$ cat src/rtl/scu_pkg.sv
// Shared types and constants for the sequence counter unwrap block.
// Holds the request, result and register structs and the register map.
// No dependencies.
`timescale 1ns / 1ps
`default_nettype none

package scu_pkg;

	localparam int TIME_W     = 40;
	localparam int RAW_W      = 7;
	localparam int ROW_W      = 24;
	localparam int COUNT_W    = 48;
	localparam int THRESH_W   = 24;
	localparam int PERIOD_W   = 20;
	localparam int ADDR_W     = 4;
	localparam int DATA_W     = 32;
	// worst case folds for a 7-bit stamp against the smallest modulus (15)
	localparam int RAW_FOLDS  = 8;

	localparam logic [ROW_W-1:0]    ROWS_MAX         = '1;
	localparam logic [THRESH_W-1:0] GAP_THRESH_RESET = THRESH_W'(200000);
	localparam logic [PERIOD_W-1:0] PERIOD_RESET     = PERIOD_W'(20000);

	// register index, taken from paddr[3:2]
	typedef enum logic [1:0] {
		REG_CAMERA_SELECT = 2'd0,
		REG_GAP_THRESHOLD = 2'd1,
		REG_FRAME_PERIOD  = 2'd2
	} reg_idx_t;

	typedef struct packed {
		logic [TIME_W-1:0] row_time_us;
		logic              front_valid;
		logic [RAW_W-1:0]  front_sequence;
		logic              rear_valid;
		logic [RAW_W-1:0]  rear_sequence;
	} in_item_t;

	typedef struct packed {
		logic [ROW_W-1:0]   row_index;
		logic [COUNT_W-1:0] unwrapped_sequence;
		logic               long_gap;
	} out_item_t;

	typedef struct packed {
		logic                camera_select;
		logic [THRESH_W-1:0] gap_threshold_us;
		logic [PERIOD_W-1:0] frame_period_us;
	} cfg_t;

endpackage

`default_nettype wire

$ cat src/rtl/scu_cfg_regs.sv
// APB-style configuration registers for the sequence counter unwrap block.
// Depends on scu_pkg for the register map and the cfg_t struct.
`timescale 1ns / 1ps
`default_nettype none

module scu_cfg_regs (
	input  wire logic                       clk,
	input  wire logic                       arst_n,
	input  wire logic                       psel,
	input  wire logic                       penable,
	input  wire logic                       pwrite,
	input  wire logic [scu_pkg::ADDR_W-1:0] paddr,
	input  wire logic [scu_pkg::DATA_W-1:0] pwdata,
	output logic      [scu_pkg::DATA_W-1:0] prdata,
	output logic                            pready,
	output scu_pkg::cfg_t                   cfg
);
	import scu_pkg::*;

	cfg_t     cfg_q;
	reg_idx_t idx;
	logic     wr_en;

	assign pready = 1'b1;
	assign idx    = reg_idx_t'(paddr[3:2]);
	assign wr_en  = psel && penable && pwrite && pready;
	assign cfg    = cfg_q;

	always_ff @(posedge clk or negedge arst_n) begin
		if (!arst_n) begin
			cfg_q.camera_select    <= 1'b0;
			cfg_q.gap_threshold_us <= GAP_THRESH_RESET;
			cfg_q.frame_period_us  <= PERIOD_RESET;
		end else if (wr_en) begin
			unique case (idx)
				REG_CAMERA_SELECT: cfg_q.camera_select    <= pwdata[0];
				REG_GAP_THRESHOLD: cfg_q.gap_threshold_us <= pwdata[THRESH_W-1:0];
				REG_FRAME_PERIOD:  cfg_q.frame_period_us  <= pwdata[PERIOD_W-1:0];
				default: ;
			endcase
		end
	end

	always_comb begin
		unique case (idx)
			REG_CAMERA_SELECT: prdata = DATA_W'(cfg_q.camera_select);
			REG_GAP_THRESHOLD: prdata = DATA_W'(cfg_q.gap_threshold_us);
			REG_FRAME_PERIOD:  prdata = DATA_W'(cfg_q.frame_period_us);
			default:           prdata = '0;
		endcase
	end

endmodule

`default_nettype wire

$ cat src/rtl/scu_wrap_search.sv
// Wrap count search: steps one candidate delta per cycle through a shared
// abs-difference and compare unit, keeping the one closest to elapsed time.
// Depends on scu_pkg for field widths.
`timescale 1ns / 1ps
`default_nettype none

module scu_wrap_search #(
	parameter int SEQUENCE_MODULUS = 128,
	parameter int MAX_WRAP_CYCLES  = 64
) (
	input  wire logic                                     clk,
	input  wire logic                                     arst_n,
	input  wire logic                                     start,
	input  wire logic [$clog2(SEQUENCE_MODULUS)-1:0]      base,
	input  wire logic [scu_pkg::TIME_W-1:0]               elapsed,
	input  wire logic [scu_pkg::PERIOD_W-1:0]             period,
	output logic                                          done,
	output logic [$clog2(SEQUENCE_MODULUS*(MAX_WRAP_CYCLES+1))-1:0] best
);
	import scu_pkg::*;

	localparam int CAND_W   = $clog2(SEQUENCE_MODULUS*(MAX_WRAP_CYCLES+1));
	localparam int SCALED_W = CAND_W + PERIOD_W;
	localparam int DIFF_W   = ((SCALED_W > TIME_W) ? SCALED_W : TIME_W) + 2;
	localparam int ERR_W    = DIFF_W - 1;
	localparam int CNT_W    = $clog2(MAX_WRAP_CYCLES+1);

	typedef enum logic [2:0] {
		SR_IDLE = 3'b001,
		SR_INIT = 3'b010,
		SR_SCAN = 3'b100
	} srch_state_t;

	srch_state_t           st_q;
	logic [SCALED_W-1:0]   scaled_q;
	logic [SCALED_W-1:0]   step_q;
	logic [TIME_W-1:0]     elapsed_q;
	logic [DIFF_W-1:0]     limit_q;
	logic [CAND_W-1:0]     cand_q;
	logic [CAND_W-1:0]     best_q;
	logic [ERR_W-1:0]      best_err_q;
	logic [CNT_W-1:0]      cyc_q;
	logic                  done_q;

	logic [DIFF_W-1:0]     diff;
	logic [ERR_W-1:0]      err;
	logic                  stop;

	// the one shared unit: |cand*period - elapsed|
	assign diff = DIFF_W'(scaled_q) - DIFF_W'(elapsed_q);
	assign err  = diff[DIFF_W-1] ? ERR_W'(-diff) : ERR_W'(diff);
	assign stop = (DIFF_W'(scaled_q) > limit_q) || (cyc_q == CNT_W'(MAX_WRAP_CYCLES));

	assign done = done_q;
	assign best = best_q;

	always_ff @(posedge clk or negedge arst_n) begin
		if (!arst_n) begin
			st_q   <= SR_IDLE;
			done_q <= 1'b0;
		end else begin
			done_q <= 1'b0;
			unique case (st_q)
				SR_IDLE: if (start) st_q <= SR_INIT;
				SR_INIT: st_q <= SR_SCAN;
				SR_SCAN: begin
					if (stop) begin
						st_q   <= SR_IDLE;
						done_q <= 1'b1;
					end
				end
				default: st_q <= SR_IDLE;
			endcase
		end
	end

	always_ff @(posedge clk) begin
		unique case (st_q)
			SR_IDLE: begin
				if (start) begin
					scaled_q  <= SCALED_W'(base) * SCALED_W'(period);
					step_q    <= SCALED_W'(SEQUENCE_MODULUS) * SCALED_W'(period);
					cand_q    <= CAND_W'(base);
					elapsed_q <= elapsed;
				end
			end
			SR_INIT: begin
				best_q     <= cand_q;
				best_err_q <= err;
				limit_q    <= DIFF_W'(elapsed_q) + DIFF_W'(step_q);
				cand_q     <= cand_q + CAND_W'(SEQUENCE_MODULUS);
				scaled_q   <= scaled_q + step_q;
				cyc_q      <= CNT_W'(1);
			end
			SR_SCAN: begin
				// strict compare: a tie keeps the smaller delta
				if (err < best_err_q) begin
					best_q     <= cand_q;
					best_err_q <= err;
				end
				if (!stop) begin
					cand_q   <= cand_q + CAND_W'(SEQUENCE_MODULUS);
					scaled_q <= scaled_q + step_q;
					cyc_q    <= cyc_q + CNT_W'(1);
				end
			end
			default: ;
		endcase
	end

endmodule

`default_nettype wire

$ cat src/rtl/sequence_counter_unwrap_core.sv
// Top level of the sequence counter unwrap block: request/result handshake,
// unwrap state and sequencer. Uses scu_pkg, scu_cfg_regs, scu_wrap_search.
//
//  channel | direction | handshake         | payload
//  --------+-----------+-------------------+---------------------------
//  in      | request   | in_valid/in_ready | in_data   (in_item_t)
//  out     | result    | out_valid/out_ready | out_data (out_item_t)
//  apb     | config    | psel/penable/pready | paddr, pwdata, prdata
//
// One request at a time. Invalid or out-of-order rows go from evaluation back
// to idle; a first stamp or a short step goes on to commit, which may wait on a
// full result register. A long gap adds the wrap search between evaluation and
// commit; it tries wrap candidates one at a time, at most MAX_WRAP_CYCLES+1
// with the base delta, through the single abs-difference unit in scu_wrap_search.
// Reset clears the unwrap state and row counter and sets the config registers to their reset values; no clearing pass.
`timescale 1ns / 1ps
`default_nettype none

module sequence_counter_unwrap_core #(
	parameter int SEQUENCE_MODULUS = 128,
	parameter int MAX_WRAP_CYCLES  = 64
) (
	input  wire logic                       clk,
	input  wire logic                       arst_n,
	input  wire logic                       in_valid,
	output logic                            in_ready,
	input  wire scu_pkg::in_item_t          in_data,
	output logic                            out_valid,
	input  wire logic                       out_ready,
	output scu_pkg::out_item_t              out_data,
	input  wire logic                       psel,
	input  wire logic                       penable,
	input  wire logic                       pwrite,
	input  wire logic [scu_pkg::ADDR_W-1:0] paddr,
	input  wire logic [scu_pkg::DATA_W-1:0] pwdata,
	output logic      [scu_pkg::DATA_W-1:0] prdata,
	output logic                            pready
);
	import scu_pkg::*;

	localparam int BASE_W   = $clog2(SEQUENCE_MODULUS);
	localparam int CAND_W   = $clog2(SEQUENCE_MODULUS*(MAX_WRAP_CYCLES+1));
	localparam int WORK_W   = ((BASE_W > RAW_W) ? BASE_W : RAW_W) + 1;
	localparam int HALF_MOD = SEQUENCE_MODULUS / 2;

	typedef enum logic [3:0] {
		S_IDLE   = 4'b0001,
		S_EVAL   = 4'b0010,
		S_SEARCH = 4'b0100,
		S_COMMIT = 4'b1000
	} state_t;

	function automatic logic [RAW_W-1:0] seq_mod(input logic [RAW_W-1:0] v);
		logic [RAW_W-1:0] r;
		r = v;
		for (int i = 0; i < RAW_FOLDS; i++) begin
			if (32'(r) >= SEQUENCE_MODULUS) r = r - RAW_W'(SEQUENCE_MODULUS);
		end
		return r;
	endfunction

	cfg_t cfg;

	state_t              state_q;
	logic [TIME_W-1:0]   time_q;
	logic [RAW_W-1:0]    raw_q;
	logic                valid_q;
	logic [ROW_W-1:0]    row_q;
	logic [ROW_W-1:0]    rows_seen_q;
	logic                has_prev_q;
	logic [RAW_W-1:0]    prev_raw_q;
	logic [TIME_W-1:0]   prev_time_q;
	logic [COUNT_W-1:0]  count_q;
	logic [CAND_W-1:0]   delta_q;
	logic                first_q;
	logic                gap_q;
	logic                out_valid_q;
	out_item_t           out_q;

	logic [WORK_W-1:0]   rm, pm, base_w;
	logic [BASE_W-1:0]   base;
	logic [TIME_W:0]     tdiff;
	logic                long_gap;
	logic [PERIOD_W-1:0] period_eff;
	logic                srch_start;
	logic                srch_done;
	logic [CAND_W-1:0]   srch_best;
	logic                commit;
	logic [COUNT_W-1:0]  next_count;

	scu_cfg_regs u_cfg (
		.clk     (clk),
		.arst_n  (arst_n),
		.psel    (psel),
		.penable (penable),
		.pwrite  (pwrite),
		.paddr   (paddr),
		.pwdata  (pwdata),
		.prdata  (prdata),
		.pready  (pready),
		.cfg     (cfg)
	);

	// forward modular delta from the previous stamp
	assign rm     = WORK_W'(seq_mod(raw_q));
	assign pm     = WORK_W'(seq_mod(prev_raw_q));
	assign base_w = (rm >= pm) ? (rm - pm) : (rm + WORK_W'(SEQUENCE_MODULUS) - pm);
	assign base   = BASE_W'(base_w);

	// backward or equal time never counts as a long gap
	assign tdiff    = {1'b0, time_q} - {1'b0, prev_time_q};
	assign long_gap = !tdiff[TIME_W] && (tdiff[TIME_W-1:0] > TIME_W'(cfg.gap_threshold_us));

	assign period_eff = (cfg.frame_period_us == '0) ? PERIOD_W'(1) : cfg.frame_period_us;
	assign srch_start = (state_q == S_EVAL) && valid_q && has_prev_q && long_gap;

	scu_wrap_search #(
		.SEQUENCE_MODULUS (SEQUENCE_MODULUS),
		.MAX_WRAP_CYCLES  (MAX_WRAP_CYCLES)
	) u_search (
		.clk     (clk),
		.arst_n  (arst_n),
		.start   (srch_start),
		.base    (base),
		.elapsed (tdiff[TIME_W-1:0]),
		.period  (period_eff),
		.done    (srch_done),
		.best    (srch_best)
	);

	assign in_ready   = (state_q == S_IDLE);
	assign commit     = (state_q == S_COMMIT) && (!out_valid_q || out_ready);
	assign next_count = first_q ? COUNT_W'(raw_q) : (count_q + COUNT_W'(delta_q));
	assign out_valid  = out_valid_q;
	assign out_data   = out_q;

	always_ff @(posedge clk or negedge arst_n) begin
		if (!arst_n) begin
			state_q     <= S_IDLE;
			rows_seen_q <= '0;
			has_prev_q  <= 1'b0;
			prev_raw_q  <= '0;
			prev_time_q <= '0;
			count_q     <= '0;
			out_valid_q <= 1'b0;
		end else begin
			if (commit) out_valid_q <= 1'b1;
			else if (out_ready) out_valid_q <= 1'b0;
			unique case (state_q)
				S_IDLE: begin
					if (in_valid) begin
						state_q <= S_EVAL;
						if (rows_seen_q != ROWS_MAX) rows_seen_q <= rows_seen_q + ROW_W'(1);
					end
				end
				S_EVAL: begin
					if (!valid_q) begin
						state_q <= S_IDLE;
					end else if (!has_prev_q) begin
						state_q <= S_COMMIT;
					end else if (long_gap) begin
						state_q <= S_SEARCH;
					end else if (base_w > WORK_W'(HALF_MOD)) begin
						// out-of-order row: no result, state untouched
						state_q <= S_IDLE;
					end else begin
						state_q <= S_COMMIT;
					end
				end
				S_SEARCH: if (srch_done) state_q <= S_COMMIT;
				S_COMMIT: begin
					if (commit) begin
						state_q     <= S_IDLE;
						has_prev_q  <= 1'b1;
						prev_raw_q  <= raw_q;
						prev_time_q <= time_q;
						count_q     <= next_count;
					end
				end
				default: state_q <= S_IDLE;
			endcase
		end
	end

	always_ff @(posedge clk) begin
		if (in_valid && in_ready) begin
			time_q  <= in_data.row_time_us;
			valid_q <= cfg.camera_select ? in_data.rear_valid : in_data.front_valid;
			raw_q   <= cfg.camera_select ? in_data.rear_sequence : in_data.front_sequence;
			row_q   <= rows_seen_q;
		end
		if (state_q == S_EVAL) begin
			first_q <= !has_prev_q;
			gap_q   <= has_prev_q && long_gap;
			delta_q <= CAND_W'(base);
		end
		if (srch_done) delta_q <= srch_best;
		if (commit) begin
			out_q.row_index          <= row_q;
			out_q.unwrapped_sequence <= next_count;
			out_q.long_gap           <= gap_q;
		end
	end

`ifndef ASSERT_OFF
	a_result_from_commit: assert property (@(posedge clk) disable iff (!arst_n)
		$rose(out_valid_q) |-> $past(state_q == S_COMMIT))
		else $error("result raised outside commit");

	a_done_in_search: assert property (@(posedge clk) disable iff (!arst_n)
		srch_done |-> (state_q == S_SEARCH))
		else $error("wrap search finished while not waited on");

	a_has_prev_sticky: assert property (@(posedge clk) disable iff (!arst_n)
		has_prev_q |=> has_prev_q)
		else $error("previous stamp flag cleared");

	a_rows_monotonic: assert property (@(posedge clk) disable iff (!arst_n)
		1'b1 |=> (rows_seen_q >= $past(rows_seen_q)))
		else $error("row counter went backwards");

	a_commit_keeps_slot: assert property (@(posedge clk) disable iff (!arst_n)
		(out_valid_q && !out_ready) |=> !$past(commit))
		else $error("commit overwrote a waiting result");
`endif

endmodule

`default_nettype wire
$ cat config.mk
export PLATFORM = sky130hd
export DESIGN_NAME = sequence_counter_unwrap_core
export DESIGN_NICKNAME = d
export VERILOG_FILES = /design/src/rtl/scu_pkg.sv /design/src/rtl/scu_cfg_regs.sv /design/src/rtl/scu_wrap_search.sv /design/src/rtl/sequence_counter_unwrap_core.sv
export SDC_FILE = /design/constraint.sdc
export NUM_CORES = 1
export LEC_CHECK = 0
export BUFFER_PORTS_ARGS = -buffer_cell sky130_fd_sc_hd__buf_2
export CAP_MARGIN = 20
export CORE_MARGIN = 4
export CORE_UTILIZATION = 60
export CTS_BUF_LIST = sky130_fd_sc_hd__clkbuf_4 sky130_fd_sc_hd__clkbuf_8
export CTS_CLUSTER_SIZE = 10
export DETAILED_ROUTE_END_ITERATION = 8
export GPL_ROUTABILITY_DRIVEN = 0
export PLACE_DENSITY_LB_ADDON = 0.1
export SYNTH_ARGS = -nofsm -noshare
export SYNTH_HDL_FRONTEND = slang
export SYNTH_SLANG_ARGS = --single-unit
$ cat constraint.sdc
create_clock -name clk -period 16.3 [get_ports clk]
set_input_delay 0.815 -clock clk [delete_from_list [all_inputs] [get_ports clk]]
set_output_delay 0.815 -clock clk [all_outputs]
set_load 0.02 [all_outputs]
==> impl_metrics.json <==
{
  "core_region_area_mm2": 0.0589,
  "cts_tree": "done",
  "worstSetupPathType": "flip-flop to flip-flop",
  "setup_tns_ns": 0,
  "synth_top_flop_cell": "edfxtp_1",
  "cap_violations": 0,
  "initial_utilization_pct": 60.6,
  "htree_levels": 3,
  "rr_worst_depth": 28,
  "yosysUniqueCellTypes": 82,
  "syn_to_final_growth_pct": 10.3,
  "multi_input_area_mm2": 0.0184,
  "path_clk_slew_ns": 0.06,
  "rows": 89,
  "register_area_mm2": 0.0155,
  "holdPathEnd": "time_q[21]$_DFFE_PP_",
  "vias": 26200,
  "path_max_fanout": 23,
  "netlist_area_mm2": 0.0357,
  "ys_seq_area_share_pct": 43.5,
  "syn_inst": 3536,
  "antenna_left": 0,
  "fin_nets": 4176,
  "totalWireLength_mm": 80.4,
  "end_kind": "flip-flop",
  "die_area_mm2": 0.0635,
  "portBuffers": 187,
  "grt_pass1_wl_mm": 132,
  "worst_pin_slew_ns": 1.12,
  "period_minus_slack_ns": 7.30,
  "ys_warn_count": 0,
  "holdPathStages": 1,
  "fill_cells": 4520,
  "dp_hpwl_mm": 60.2,
  "first_pass_iters": 6,
  "critical-path-slowest-cell": "fa_1",
  "cts.sinks": 546,
  "grt.overflow.total": 0,
  "final_common_cell": "edfxtp_1",
  "synth_edf_count": 372,
  "r2r-end": "u_search.scaled_q[26]$_DFFE_PP_",
  "clockBufferDepth": 3,
  "hold_viol": 0,
  "antenna_found_initial": 3,
  "insertion_delay_ns": 0.72,
  "hp-class": "primary input to flip-flop",
  "max_slew_margin_pct": 25.0,
  "whs_ns": 0.292,
  "outcome": "completed",
  "worstSetupStartpointType": "flip-flop",
  "die_h_um": 252,
  "r2r_setup_slack_ns": 9.00,
  "layout_common_cells": "edfxtp_1 (372), inv_1 (334), nand2_1 (304)",
  "drv_slew": 0,
  "grt_max_degree": 104,
  "finalCritPeriodShare_pct": 44.8,
  "track_usage_pct": 25.3,
  "route.detailed.drc": 0,
  "root_buffer": "clkbuf_8",
  "cp.arrival_ns": 7.70,
  "setup_viol": 0,
  "boundaryPins": 207,
  "drive_gt1_share_pct": 12.6,
  "required_ns": 16.70,
  "cts_setup_buffers": 0,
  "cpPeakStageDelay_ns": 0.54,
  "fin_ws_ns": 9.00,
  "pre_cts_ws_ns": 8.92,
  "async_reset_ff_share_pct": 31.9,
  "rr_startpoint": "raw_q[2]$_DFFE_PP_",
  "vias_per_cell": 5.76,
  "first_global_vias": 26600,
  "die_w_um": 252,
  "cts_buffers": 91,
  "wl_per_cell_um": 17.7,
  "rsz0062_at_grt": "false",
  "final.setup_skew_ns": 0.0343,
  "synth.ff_latch_count": 546,
  "cts_resized": 0,
  "drt_iter0_drc": 1715,
  "syn_avg_cell_area_um2": 10.1,
  "holdCritStartpoint": "in_data[37]",
  "fmax_mhz": 137
}
==> cell families (layout without fill, tap and decap cells) <==
| group | count (synthesis) | count (layout) | share of synthesized area, % |
|---|---|---|---|
| buffers and inverters | 483 | 716 | 5.18 |
| AOI/OAI and AO/OA | 739 | 739 | 13.1 |
| and+or+nand+nor | 1074 | 1074 | 14.8 |
| DFF | 546 | 546 | 43.5 |
| adders and majority gates | 378 | 378 | 15.2 |
| muxes | 73 | 73 | 2.20 |
| xor gates and xnor gates | 241 | 241 | 5.91 |
| other | 2 | 11 | 0.0210 |
==> state kept, by name, indices dropped and copies added (netlist names), 14 cells and up <==
| signal | flops |
|---|---|
| row_q | 24 |
| time_q | 40 |
| u_search.elapsed_q | 40 |
| delta_q | 14 |
| count_q | 48 |
| u_search.scaled_q | 34 |
| u_cfg.cfg | 45 |
| rows_seen_q | 24 |
| u_search.best_err_q | 41 |
| u_search.cand_q | 14 |
| out_data | 73 |
| u_search.best | 14 |
| u_search.limit_q | 41 |
| u_search.step_q | 20 |
| prev_time_q | 40 |
==> routing by layer <==
layer  vias to the layer above  global-route usage, %  part of all wire (%)
met3                       117                   4.48                   6.0
met4                         2                   7.19                   2.2
met5                         -                      0                 0.016
met2                       722                   42.4                    48
li1                      12700                      -                     -
met1                     12700                   34.3                    44
==> per-stage QoR <==
step	std cells	utilization (%)	cell area, um^2
3_3_place_gp	4375	63.2	37200
6_report	4551	66.8	39400
3_5_place_dp	4376	63.2	37300
2_1_floorplan	3543	-	35700
4_1_cts	4547	66.8	39300
5_1_grt	4551	66.8	39400
==> cell type report <==
type / count / area share [%]
tap: 773 / 2.46
sequential: 546 / 39.5
multi-input combinational: 2514 / 46.7
timing repair buffer: 210 / 2.92
clock inverter: 47 / 1.35
antenna: 2 / 0.0127
inverter: 336 / 3.22
clock buffer: 123 / 3.89
==> critical path, delay by kind of cell (launching register included) <==
family | cells | cell delay, ns
flops | 1 | 0.47
fa+ha+maj | 6 | 2.80
xor+xnor | 2 | 0.30
simple gates | 4 | 0.84
compound gates | 11 | 2.07
buf+inv | 5 | 0.50
==> synth_stat cells (44+ instances only) <==
| cell | count | area share, % |
|---|---|---|
| xnor2_1 | 143 | 3.5 |
| dfrtp_1 | 161 | 11 |
| nand4_1 | 44 | 0.77 |
| nor2_1 | 238 | 2.5 |
| mux2_2 | 44 | 1.4 |
| clkbuf_1 | 134 | 1.4 |
| a21o_1 | 92 | 1.9 |
| nor2b_1 | 52 | 0.91 |
| a21oi_1 | 192 | 2.7 |
| nand2_1 | 304 | 3.2 |
| nand3_1 | 67 | 0.94 |
| ha_1 | 283 | 9.9 |
| fa_1 | 95 | 5.3 |
| nor3_1 | 66 | 0.93 |
| nand2b_1 | 47 | 0.82 |
| o21ai_0 | 233 | 3.3 |
| and2_1 | 116 | 2.0 |
| edfxtp_1 | 372 | 31 |
| inv_1 | 334 | 3.5 |
| xor2_1 | 98 | 2.4 |
==> worst max path at each step <==
stage | end | startpoint
floorplan | u_search.best[0]$_DFFE_PP_ | u_search.scaled_q[0]$_DFFE_PP_
global placement | u_search.best[3]$_DFFE_PP_ | u_search.scaled_q[0]$_DFFE_PP_
detailed placement | u_search.best[4]$_DFFE_PP_ | u_search.scaled_q[0]$_DFFE_PP_
CTS | u_search.best[4]$_DFFE_PP_ | u_search.scaled_q[0]$_DFFE_PP_
global route | u_search.best[4]$_DFFE_PP_ | u_search.scaled_q[0]$_DFFE_PP_
finish | u_search.scaled_q[26]$_DFFE_PP_ | raw_q[2]$_DFFE_PP_
==> repair_timing <==
action	in CTS	in global routing
setup endpoints to repair	0	0
hold endpoints to repair	32	0
hold buffers	1	0
Power is not shown: default switching activity piles up to over one toggle a cycle in this logic, so the estimate is an artifact.
